`src/cspg_pkg.sv`:
```
package cspg_pkg;

  localparam int MAX_LEVEL = 8;
  localparam int FRAC_BITS = 20;

  localparam int LEVEL_W  = 4;
  localparam int RADIUS_W = 23;
  localparam int INDEX_W  = 19;
  localparam int COORD_W  = 24;
  localparam int LANES    = 3;

  localparam int CFG_ADDR_W = 2;
  localparam int CFG_DATA_W = RADIUS_W;

  localparam logic [RADIUS_W-1:0] RADIUS_RESET = RADIUS_W'(64'd3 << (FRAC_BITS - 1));

  // k div 6 as (k * DIV6_MUL) >> DIV6_SHIFT, exact for every 19-bit k
  localparam int DIV6_MUL   = 174763;
  localparam int DIV6_W     = 18;
  localparam int DIV6_SHIFT = 20;

  localparam int LV_W  = $clog2(MAX_LEVEL + 1);
  localparam int M_W   = MAX_LEVEL + 1;
  localparam int S_W   = 2 * MAX_LEVEL + 2;
  localparam int RM_W  = RADIUS_W + MAX_LEVEL;
  localparam int SQ_W  = 2 * RM_W;
  localparam int X_W   = SQ_W + 2;

  localparam int MAG_BITS = 24;
  localparam int YS_W     = MAG_BITS + 1 + S_W + 1;
  localparam int R_W      = YS_W + MAG_BITS + 2;

  localparam int DEC_STAGES  = 4;
  localparam int ROOT_STAGES = MAG_BITS + 1;
  localparam int PIPE_STAGES = DEC_STAGES + ROOT_STAGES + 1;

  typedef enum logic [CFG_ADDR_W-1:0] {
    REG_LEVEL  = CFG_ADDR_W'(0),
    REG_RADIUS = CFG_ADDR_W'(1)
  } cfg_reg_t;

  typedef struct packed {
    logic [LANES-1:0][X_W-1:0] x_sq;
    logic [S_W-1:0]            s;
    logic [LANES-1:0]          neg;
    logic                      err;
  } geom_t;

  typedef struct packed {
    logic [LANES-1:0][MAG_BITS-1:0] mag;
    logic [LANES-1:0]               neg;
    logic                           err;
  } root_res_t;

  typedef struct packed {
    logic [PIPE_STAGES-1:0] en;
    logic                   in_ready;
    logic                   out_valid;
  } flow_t;

endpackage

```
`src/cspg_flow.sv`:
```
module cspg_flow (
  input  logic            clk,
  input  logic            rst,
  input  logic            in_valid,
  input  logic            out_ready,
  output cspg_pkg::flow_t flow
);
  import cspg_pkg::*;

  logic [PIPE_STAGES-1:0] v;
  logic [PIPE_STAGES-1:0] v_next;
  logic [PIPE_STAGES-1:0] en;

  // a stage may load when it or any stage after it is empty, or the sink takes the word
  always_comb begin
    logic [PIPE_STAGES-1:0] mask;
    for (int k = 0; k < PIPE_STAGES; k++) begin
      mask  = (PIPE_STAGES'(1) << k) - PIPE_STAGES'(1);
      en[k] = out_ready || ((v | mask) != '1);
    end
  end

  always_comb begin
    logic [PIPE_STAGES-1:0] shifted;
    shifted = {v[PIPE_STAGES-2:0], in_valid};
    for (int k = 0; k < PIPE_STAGES; k++) begin
      v_next[k] = en[k] ? shifted[k] : v[k];
    end
  end

  always_ff @(posedge clk) begin
    if (rst) begin
      v <= '0;
    end else begin
      v <= v_next;
    end
  end

  assign flow.en        = en;
  assign flow.in_ready  = en[0] && !rst;
  assign flow.out_valid = v[PIPE_STAGES-1];

`ifndef SYNTHESIS
  a_full_stall: assert property (@(posedge clk) disable iff (rst)
    !flow.in_ready |-> (&v) && !out_ready)
    else $error("input stalled with a free stage");
  a_occupancy: assert property (@(posedge clk) disable iff (rst)
    1'b1 |=> $countones(v) == $past($countones(v)) + int'($past(in_valid && flow.in_ready))
                              - int'($past(flow.out_valid && out_ready)))
    else $error("pipeline word count mismatch");
`endif

endmodule

```
`config.mk`:
```
export PLATFORM = sky130hd
export DESIGN_NAME = cspg_flow
export DESIGN_NICKNAME = d
export VERILOG_FILES = /design/src/cspg_pkg.sv /design/src/cspg_flow.sv
export SDC_FILE = /design/constraint.sdc
export NUM_CORES = 1
export LEC_CHECK = 0
export ABC_AREA = 1
export BUFFER_PORTS_ARGS = -buffer_cell sky130_fd_sc_hd__buf_2
export CAP_MARGIN = 20
export CORE_MARGIN = 10
export CORE_UTILIZATION = 41
export CTS_CLUSTER_DIAMETER = 40
export DETAILED_ROUTE_END_ITERATION = 8
export PLACE_DENSITY = 0.67
export SLEW_MARGIN = 5
export SYNTH_ARGS = -nofsm -noshare
export SYNTH_HDL_FRONTEND = slang
export SYNTH_SLANG_ARGS = --single-unit
```
`constraint.sdc`:
```
create_clock -name clk -period 1.35 [get_ports clk]
set_input_delay 0.27 -clock clk [delete_from_list [all_inputs] [get_ports clk]]
set_output_delay 0.27 -clock clk [all_outputs]
set_load 0.005 [all_outputs]
```
==> results of run 1 <==
[placed cells by master, fill, tap and decap left out, types with 2 or more instances in the layout]
cell type | Yosys | final
nand2_1 | 45 | 25
clkbuf_8 | 0 | 3
inv_4 | 0 | 2
a21oi_2 | 0 | 7
dfxtp_2 | 0 | 16
a21oi_1 | 23 | 16
clkbuf_4 | 0 | 5
nand3_2 | 0 | 7
inv_1 | 38 | 32
inv_2 | 1 | 5
nand3_1 | 10 | 3
dfxtp_1 | 30 | 8
buf_4 | 1 | 48
nand2_2 | 4 | 15
nand4_1 | 3 | 3
nor2_4 | 6 | 15
nor2_2 | 1 | 5
or2_1 | 2 | 2
buf_6 | 0 | 29
nand2_4 | 0 | 9
nor2_1 | 42 | 29
and2_1 | 2 | 2
buf_2 | 0 | 25
dfxtp_4 | 0 | 6
[worst min-delay path, stage by stage]
cell	delay (ns)
buf_2	0.10
inv_1	0.05
a21oi_1	0.05
[cell type report]
type / count / share of cell area, %
Clock buffer: 8 / 2.96
Inverter: 39 / 5.69
Multi-Input combinational cell: 141 / 34.4
Sequential cell: 30 / 24.2
Tap cell: 46 / 2.16
Timing Repair Buffer: 102 / 30.5
[timing repair]
action | CTS | global route
gates resized for setup | 70 | 58
pin swaps | 19 | 19
cloned | 0 | 0
setup buffers | 13 | 11
endpoints found under the setup margin | 36 | 45
[synth_stat cells (all sizes together)]
library cell,number
nor2,49
dfxtp,30
nand3b,1
or2,2
nand2,49
buf,2
nor3,1
a21oi,23
and2,2
nand3,11
inv,39
nand4,3
clkbuf,2
[through the flow]
step	cells	hold slack (ns)	total power [mW]	setup TNS, ns	setup slack [ns]
finish	366	0.145	1.63	-12.73	-0.561
floorplan	214	0.332	0.930	-0.0883	-0.0487
CTS	360	0.159	1.62	-11.28	-0.489
global placement	339	0.439	0.952	-2.04	-0.165
global route	366	0.155	1.66	-14.48	-0.607
detailed placement	339	0.453	0.953	-2.59	-0.215
[worst paths after layout]
| check | from | end | depth (start not counted) |
|---|---|---|---|
| setup reg to reg | v[25] | v[7] | 9 |
| setup / recovery | v[25] | flow[3] | 7 |
| hold reg to reg | v[13] | v[14] | 2 |
| hold / removal | in_valid | v[0] | 3 |
[routing by layer]
metal / up-vias / global-route usage (%) / part of all wire, %
li1: 857 / - / -
met1: 854 / 15.8 / 37
met2: 48 / 30.7 / 55
met3: 21 / 5.63 / 4.4
met4: 0 / 6.27 / 3.9
met5: - / 0 / 0
[power groups by stage]
stage	Clock (mW)	Combinational (mW)	Sequential, mW
after floorplan	0	0.0180	0.912
after global placement	0	0.0395	0.913
after detailed placement	0	0.0407	0.913
after CTS	0.690	0.0418	0.888
after global routing	0.734	0.0481	0.880
final	0.709	0.0451	0.880
[cells by family after synthesis]
| family | share of synthesized area, % |
|---|---|
| compound gates | 7.98 |
| simple gates | 38.9 |
| buf+inv | 11.4 |
| flops | 41.6 |
==> flow_metrics.py, run 1 <==
metrics = {
    "setup_path": {
        "worstSetupStartpointType": "flip-flop",
        "critPathBufInv": 1,
        "end_kind": "output port",
        "worstSetupPathType": "reg2out",
        "r2r_slack_ns": -0.13,
        "path_max_fanout": 3,
        "cp_slowest_cell": "dfxtp_2",
        "critPathMostFrequentCell": "nor2_4",
        "cp_cell_sequence": "nand2_4 -> nor2_4 -> nand3_4 -> nor2_4 -> nand2_2 -> or2_1 -> buf_2",
        "crit_arrival_ns": 1.64,
        "max_stage_delay_ns": 0.38,
        "crit_family": "simple AND/OR/NAND/NOR gates",
        "required_ns": 1.08,
    },
    "floorplan": {
        "die_w_um": 79.3,
        "pin_count": 36,
        "core_area_mm2": 0.00336,
        "die-area_mm2": 0.00629,
        "row_count": 21,
        "die_h_um": 79.3,
        "start_util_pct": 42.9,
    },
    "power_and_ir_drop": {
        "clkPwrFrac_pct": 43.4,
        "p_int_mw": 1.25,
        "p_leak_nw": 1.16,
        "peakVddDrop_uv": 395,
        "p_per_area_mw_per_mm2": 614,
        "p_seq_share_pct": 53.9,
        "power.net_switching_uw": 386,
        "p_sw_share_pct": 23.6,
        "pwr-share-comb_pct": 2.8,
    },
    "yosys": {
        "yosysWarnings": 0,
        "synthCells": 214,
        "synth-seq-cells": 30,
        "synth_top_area_share_pct": 41.6,
        "ys_types": 19,
        "synth.avg_cell_area_um2": 6.74,
        "yosysSeqAreaShare_pct": 41.6,
        "syn_nets": 218,
        "synth_area_leaders": "dfxtp_1 (42%), nand2_1 (12%), nor2_1 (11%), inv_1 (9.9%), a21oi_1 (8.0%)",
        "yosys.area.top_type": "dfxtp_1",
        "syn_area_mm2": 0.00144,
    },
    "final_layout": {
        "largest_reg_flops": 30,
        "area_delta_synth_final_pct": 84.3,
        "fill_cells": 240,
        "multiInputGateArea_um2": 916,
        "final_core_util_pct": 79.1,
        "nNetsFinal": 323,
        "top_register": "v",
        "ff_latch_area_um2": 643,
        "design_area_mm2": 0.00266,
        "top_regs": "v (30)",
        "drive_above_1_share_pct": 62.5,
        "diodes": 0,
    },
    "placed_design": {
        "port_buffers": 35,
        "routabilityCongestion": 0.869,
        "post_dp_cell_area_mm2": 0.00203,
        "place_hpwl_mm": 3.32,
    },
    "global_route": {
        "grtUsageTotal_pct": 16.3,
        "overflow": 0,
        "grt_first_pass_wirelength_mm": 8.18,
        "grt_pass1_vias": 1796,
        "grt_max_degree": 17,
        "grt_antenna_before_repair": 0,
    },
    "outcome": {
        "violations": "setup timing",
        "status": "complete, but fails checks",
    },
    "cts": {
        "hold_buffers": 0,
        "cts.sink_count": 30,
        "cts_root_buffer": "clkbuf_4",
        "cts_tree": "built",
        "htree_levels": 2,
        "cts_made_buffers": 5,
        "path_clk_slew_ns": 0.11,
        "clk_latency_ns": 0.36,
        "cts_buffer_depth": 2,
    },
    "sta": {
        "min_period_ns": 1.91,
        "relSlewSlack_pct": 83.5,
        "finalHoldViolations": 0,
        "fmax_mhz": 523,
        "finalMaxSlewViolations": 0,
        "grt_setup_unrepaired": "true",
        "finalCritPeriodShare_pct": 142,
        "layout_setup_ws_ns": -0.561,
        "finalSetupViolations": 37,
        "clock_skew_ns": 0.00988,
        "tightest_slew_ns": 0.246,
    },
    "run": {
        "maxCapViolCount": 0,
    },
    "detailed_routing": {
        "firstDrtPassIters": 5,
        "vias": 1780,
        "vias_per_cell": 4.86,
        "wirelength_mm": 5.53,
        "drc_errors": 0,
        "routedWlPerCell_um": 15.1,
        "dr.first_iter.drc_count": 102,
        "ant_nets": 0,
    },
    "worst_hold_path": {
        "holdCritPathClass": "in2reg",
    },
}
(Power assumes the default switching activity.)
==> inputs of run 2 (changes only) <==
--- a/config.mk
+++ b/config.mk
@@ -6,14 +6,16 @@
 export NUM_CORES = 1
 export LEC_CHECK = 0
 export ABC_AREA = 1
+export ABC_CLOCK_PERIOD_IN_PS = 1350
 export BUFFER_PORTS_ARGS = -buffer_cell sky130_fd_sc_hd__buf_2
 export CAP_MARGIN = 20
 export CORE_MARGIN = 10
 export CORE_UTILIZATION = 41
+export CTS_BUF_LIST = sky130_fd_sc_hd__clkbuf_8
 export CTS_CLUSTER_DIAMETER = 40
 export DETAILED_ROUTE_END_ITERATION = 8
 export PLACE_DENSITY = 0.67
-export SLEW_MARGIN = 5
+export SLEW_MARGIN = 20
 export SYNTH_ARGS = -nofsm -noshare
 export SYNTH_HDL_FRONTEND = slang
 export SYNTH_SLANG_ARGS = --single-unit
==> run 2 against run 1 <==
  * The flow still finishes with violations (setup timing)
  * Sequential power about the same
  * Worst setup slack gained 0.091 ns
  * Maximum frequency grew 5.0%
  * Global-route usage fell by 0.74 points
  * Critical path type unchanged
  * Routed wire length down 7.7%
  * Flip-flop and latch count unchanged
  * Clock skew down 0.0055 ns
  * Critical path depth unchanged
==> flow_metrics.py, run 2 (synthesis results as in run 1) <==
metrics = {
    "outcome": {
        "status": "complete, but fails checks",
        "violations": "setup timing",
    },
    "sta": {
        "min_period_ns": 1.82,
        "finalSetupViolations": 37,
        "layout_setup_ws_ns": -0.470,
        "finalHoldViolations": 0,
        "fmax_mhz": 549,
        "clock_skew_ns": 0.00433,
        "relSlewSlack_pct": 84.2,
        "grt_setup_unrepaired": "true",
        "finalCritPeriodShare_pct": 135,
        "fin_setup_tns_ns": -10.10,
        "tightest_slew_ns": 0.236,
        "finalMaxSlewViolations": 0,
    },
    "global_route": {
        "grt_antenna_before_repair": 0,
        "overflow": 0,
        "grt_first_pass_wirelength_mm": 7.82,
        "grt_max_degree": 17,
        "grtUsageTotal_pct": 15.5,
        "grt_pass1_vias": 1770,
    },
    "setup_path": {
        "path_max_fanout": 6,
        "worstSetupPathType": "reg2out",
        "crit_family": "simple AND/OR/NAND/NOR gates",
        "critPathBufInv": 2,
        "worstSetupStartpointType": "flip-flop",
        "cp_slowest_cell": "dfxtp_4",
        "end_kind": "output port",
        "required_ns": 1.08,
        "cp_cell_sequence": "nand2_2 -> buf_4 -> nor2_4 -> nand2_2 -> nor2_4 -> nand3_2 -> buf_6",
        "crit_arrival_ns": 1.55,
        "max_stage_delay_ns": 0.37,
    },
    "floorplan": {
        "core_area_mm2": 0.00336,
        "die-area_mm2": 0.00629,
        "die_h_um": 79.3,
        "pin_count": 36,
        "start_util_pct": 42.9,
        "die_w_um": 79.3,
        "row_count": 21,
    },
    "final_layout": {
        "drive_above_1_share_pct": 59.7,
        "top_regs": "v (30)",
        "nNetsFinal": 321,
        "final_cell_mix": "buf_4 (54), inv_1 (34), nor2_1 (29)",
        "layout_commonest_cell": "buf_4",
        "diodes": 0,
        "top_register": "v",
        "largest_reg_flops": 30,
        "fin_cells": 364,
        "area_delta_synth_final_pct": 78.2,
        "fill_cells": 266,
    },
    "cts": {
        "cts_root_buffer": "clkbuf_8",
        "clk_latency_ns": 0.29,
        "cts_made_buffers": 5,
        "path_clk_slew_ns": 0.06,
        "htree_levels": 2,
        "cts_tree": "built",
        "cts.sink_count": 30,
        "cts_buffer_depth": 2,
        "hold_buffers": 0,
    },
    "detailed_routing": {
        "dr.first_iter.drc_count": 62,
        "vias_per_cell": 4.71,
        "drc_errors": 0,
        "vias": 1713,
        "firstDrtPassIters": 4,
        "routedWlPerCell_um": 14.0,
        "wirelength_mm": 5.11,
        "ant_nets": 0,
    },
    "placed_design": {
        "place_hpwl_mm": 3.32,
        "routabilityCongestion": 0.869,
        "port_buffers": 35,
        "place_ws_ns": -0.215,
        "dpl.cell_count": 339,
    },
    "worst_hold_path": {
        "holdCritPathClass": "in2reg",
    },
    "power_and_ir_drop": {
        "p_leak_nw": 1.07,
        "p_per_area_mw_per_mm2": 696,
        "peakVddDrop_uv": 674,
    },
    "run": {
        "maxCapViolCount": 0,
    },
}
[run 2: cell types whose count changed in the layout (fill, tap and decap cells not counted), moves of 3 or more]
cell / before / now
a21oi_1: 16 / 20
buf_6: 29 / 18
buf_4: 48 / 54
clkbuf_4: 5 / 0
nand2_4: 9 / 4
nand2_2: 15 / 20
clkbuf_8: 3 / 8
a21oi_2: 7 / 3
buf_2: 25 / 28
[run 2: worst paths after layout]
kind	cells after the start	slack, ns	from	to
worst max-delay path	7	-0.47	v[21]	flow[8]
worst min-delay path	3	0.22	in_valid	v[0]
worst max register to register	9	-0.14	v[21]	v[10]
worst min register to register	2	0.46	v[0]	v[1]
[run 2: final cells by class]
type	instances	area, um^2	share of cell area [%]
Sequential cell	30	638	24.8
Inverter	39	151	5.89
Timing Repair Buffer	100	748	29.1
Tap cell	46	57.6	2.24
Clock buffer	8	110	4.28
Multi-Input combinational cell	141	866	33.7
[run 2: power by group]
part	internal (mW)	leakage, nW	switching [mW]
Clock	0.514	0.0575	0.349
Combinational	0.0157	0.757	0.0278
Sequential	0.879	0.254	0.00317
[run 2: worst reg2reg max path, stage by stage (launching register included)]
cell and delay (ns):
dfxtp_4 0.37, nand2_2 0.08, buf_4 0.15, nor2_4 0.12
nand2_2 0.07, nor2_4 0.21, nand2_2 0.08, buf_4 0.14
buf_4 0.12, a21oi_2 0.09
[run 2: timing repair]
| action | in CTS | in global routing |
|---|---|---|
| setup endpoints to repair | 34 | 42 |
| gates cloned | 0 | 0 |
| pin swaps | 15 | 15 |
| resized for setup | 63 | 36 |
| setup buffers | 12 | 6 |
[run 2: per-layer routing]
metal | wire [um] | vias to the layer above | share of wire (%) | global-route usage, %
met5 | 0 | - | 0 | 0
met4 | 138 | 0 | 2.7 | 6.27
met3 | 261 | 12 | 5.1 | 5.41
met2 | 2780 | 36 | 54 | 29.3
met1 | 1930 | 808 | 38 | 15.0
li1 | - | 857 | - | -
[run 2: stage by stage]
| step | power [mW] | cell area (um^2) | utilization (%) | hold slack (ns) |
|---|---|---|---|---|
| 5_1_grt | 1.83 | 2570 | 76.5 | 0.222 |
| 6_report | 1.79 | 2570 | 76.5 | 0.223 |
| 2_1_floorplan | 0.930 | 1460 | - | 0.332 |
| 3_3_place_gp | 0.952 | 2030 | 60.4 | 0.439 |
| 4_1_cts | 1.80 | 2410 | 71.7 | 0.218 |
| 3_5_place_dp | 0.953 | 2030 | 60.4 | 0.453 |
==> inputs of run 3 (changes only) <==
--- a/config.mk
+++ b/config.mk
@@ -7,7 +7,7 @@
 export LEC_CHECK = 0
 export ABC_AREA = 1
 export ABC_CLOCK_PERIOD_IN_PS = 1350
-export BUFFER_PORTS_ARGS = -buffer_cell sky130_fd_sc_hd__buf_2
+export BUFFER_PORTS_ARGS = -buffer_cell sky130_fd_sc_hd__buf_4
 export CAP_MARGIN = 20
 export CORE_MARGIN = 10
 export CORE_UTILIZATION = 41
==> run 3 against run 2 <==
  * The run still ends with setup timing left
  * Hold slack gained 0.0055 ns
  * Via count down 0.82%
  * Core utilization increased by 1.4 points
  * Sequential share of layout area down 0.69 points
  * Total power rose by 0.77%
  * Flip-flop and latch count unchanged
  * Worst setup slack improved by 0.0033 ns
  * Routed wire length decreased by 5.0%
  * Critical endpoint is now flow[2]
  * Largest cell class is now buffers
  * Highest routed layer unchanged
==> flow_metrics.py, run 3 (synthesis results as in run 1) <==
metrics = {
    "setup_path": {
        "worstSetupStartpointType": "flip-flop",
        "r2r_cells": 12,
        "cp_slowest_cell": "dfxtp_2",
        "r2r-end": "v[22]",
        "r2r_slack_ns": -0.22,
        "worstSetupPathType": "reg2out",
        "crit_start": "v[24]",
        "critPathMostFrequentCell": "nand2_2",
        "path_max_fanout": 3,
        "required_ns": 1.08,
        "cp_cell_sequence": "buf_6 -> nand2_2 -> nand3b_4 -> nor2_4 -> nand2_2 -> or2_1 -> buf_4",
        "crit_arrival_ns": 1.55,
        "max_stage_delay_ns": 0.35,
        "end_kind": "output port",
        "worstReg2RegStart": "v[26]",
        "endpoint": "flow[2]",
    },
    "final_layout": {
        "final_cell_mix": "buf_4 (68), inv_1 (31), nor2_1 (31)",
        "diodes": 0,
        "largest_reg_flops": 30,
        "layout_commonest_cell": "buf_4",
        "top_register": "v",
        "drive_above_1_share_pct": 59.0,
        "nNetsFinal": 318,
        "final_core_util_pct": 77.9,
        "fin_cells": 361,
        "fill_cells": 239,
        "area_delta_synth_final_pct": 81.5,
        "top_regs": "v (30)",
    },
    "global_route": {
        "grt_first_pass_wirelength_mm": 7.55,
        "grt_antenna_before_repair": 0,
        "grt_max_degree": 22,
        "overflow": 0,
        "grt_pass1_vias": 1713,
        "grtUsageTotal_pct": 14.7,
    },
    "sta": {
        "layout_setup_ws_ns": -0.467,
        "clock_skew_ns": 0.00625,
        "relSlewSlack_pct": 78.5,
        "tightest_slew_ns": 0.319,
        "finalSetupViolations": 34,
        "fmax_mhz": 550,
        "finalMaxSlewViolations": 0,
        "finalCritPeriodShare_pct": 135,
        "min_period_ns": 1.82,
        "grt_setup_unrepaired": "true",
        "worst_hold_slack_ns": 0.229,
        "finalHoldViolations": 0,
    },
    "worst_hold_path": {
        "holdPathStages": 2,
        "holdCritPathClass": "in2reg",
        "min-delay-start": "rst",
    },
    "detailed_routing": {
        "drc_errors": 0,
        "dr.first_iter.drc_count": 69,
        "routedWlPerCell_um": 13.4,
        "firstDrtPassIters": 4,
        "vias": 1699,
        "vias_per_cell": 4.71,
        "wirelength_mm": 4.85,
        "ant_nets": 0,
    },
    "run": {
        "maxCapViolCount": 0,
    },
    "floorplan": {
        "core_area_mm2": 0.00336,
        "row_count": 21,
        "pin_count": 36,
        "die_h_um": 79.3,
        "start_util_pct": 42.9,
        "die-area_mm2": 0.00629,
        "die_w_um": 79.3,
    },
    "power_and_ir_drop": {
        "p_per_area_mw_per_mm2": 689,
        "power_mw": 1.80,
        "p_leak_nw": 1.12,
        "peakVddDrop_uv": 850,
    },
    "cts": {
        "clk_latency_ns": 0.29,
        "cts_tree": "built",
        "cts_buffer_depth": 2,
        "cts_made_buffers": 5,
        "cts_root_buffer": "clkbuf_8",
        "path_clk_slew_ns": 0.07,
        "cts.sink_count": 30,
        "htree_levels": 2,
    },
    "placed_design": {
        "port_buffers": 35,
        "place_ws_ns": -0.214,
        "routabilityCongestion": 0.856,
        "place_hpwl_mm": 3.21,
        "dpl.cell_count": 336,
    },
    "outcome": {
        "status": "complete, but fails checks",
        "violations": "setup timing",
    },
}
[run 3: cell types whose count changed in the layout (fill, tap and decap cells not counted), sizes merged]
cell / change
buf: -3
[run 3: worst min path at each step]
stage | to | slack, ns
after floorplan | v[29] | 0.33
after global placement | v[3] | 0.44
after detailed placement | v[3] | 0.45
after CTS | v[22] | 0.23
after global routing | v[22] | 0.24
final | v[22] | 0.23
[run 3: power breakdown]
| part | leakage [nW] | switching (mW) | internal, mW |
|---|---|---|---|
| clock network | 0.0575 | 0.359 | 0.514 |
| registers | 0.253 | 0.00325 | 0.883 |
| logic | 0.810 | 0.0265 | 0.0172 |
| total | 1.12 | 0.388 | 1.41 |
[run 3: worst max-delay path: cells and delay by family (launching register included)]
| kind | cells | cell delay, ns |
|---|---|---|
| buf+inv | 2 | 0.24 |
| flops | 1 | 0.35 |
| simple gates | 5 | 0.66 |
[run 3: layout make-up]
type / count / area, um^2 / area share (%)
flip-flops and latches: 30 / 632 / 24.1
repair buffers: 97 / 837 / 32.0
multi-input cells: 141 / 833 / 31.8
inverters: 39 / 149 / 5.69
clock buffers: 8 / 110 / 4.20
well taps: 46 / 57.6 / 2.20
[run 3: stage by stage]
stage                     instance area, um^2  setup TNS, ns
final                                    2620         -10.46
after global routing                     2620         -12.71
after CTS                                2420          -8.97
after detailed placement                 2100          -2.83
after global placement                   2100          -2.53
after floorplan                          1460        -0.0883
[run 3: per-layer routing]
layer	vias to the layer above	part of all wire (%)	track usage, %
met3	7	4.9	4.84
met4	0	1.2	3.76
met2	44	54	27.7
met1	794	40	15.1
met5	-	0	0
li1	854	-	-
[run 3: what timing repair did]
item / CTS / global route
setup buffers: 9 / 10
endpoints found under the setup margin: 33 / 44
pin swaps: 13 / 15
hold buffers: 0 / 0
resized for setup: 57 / 46
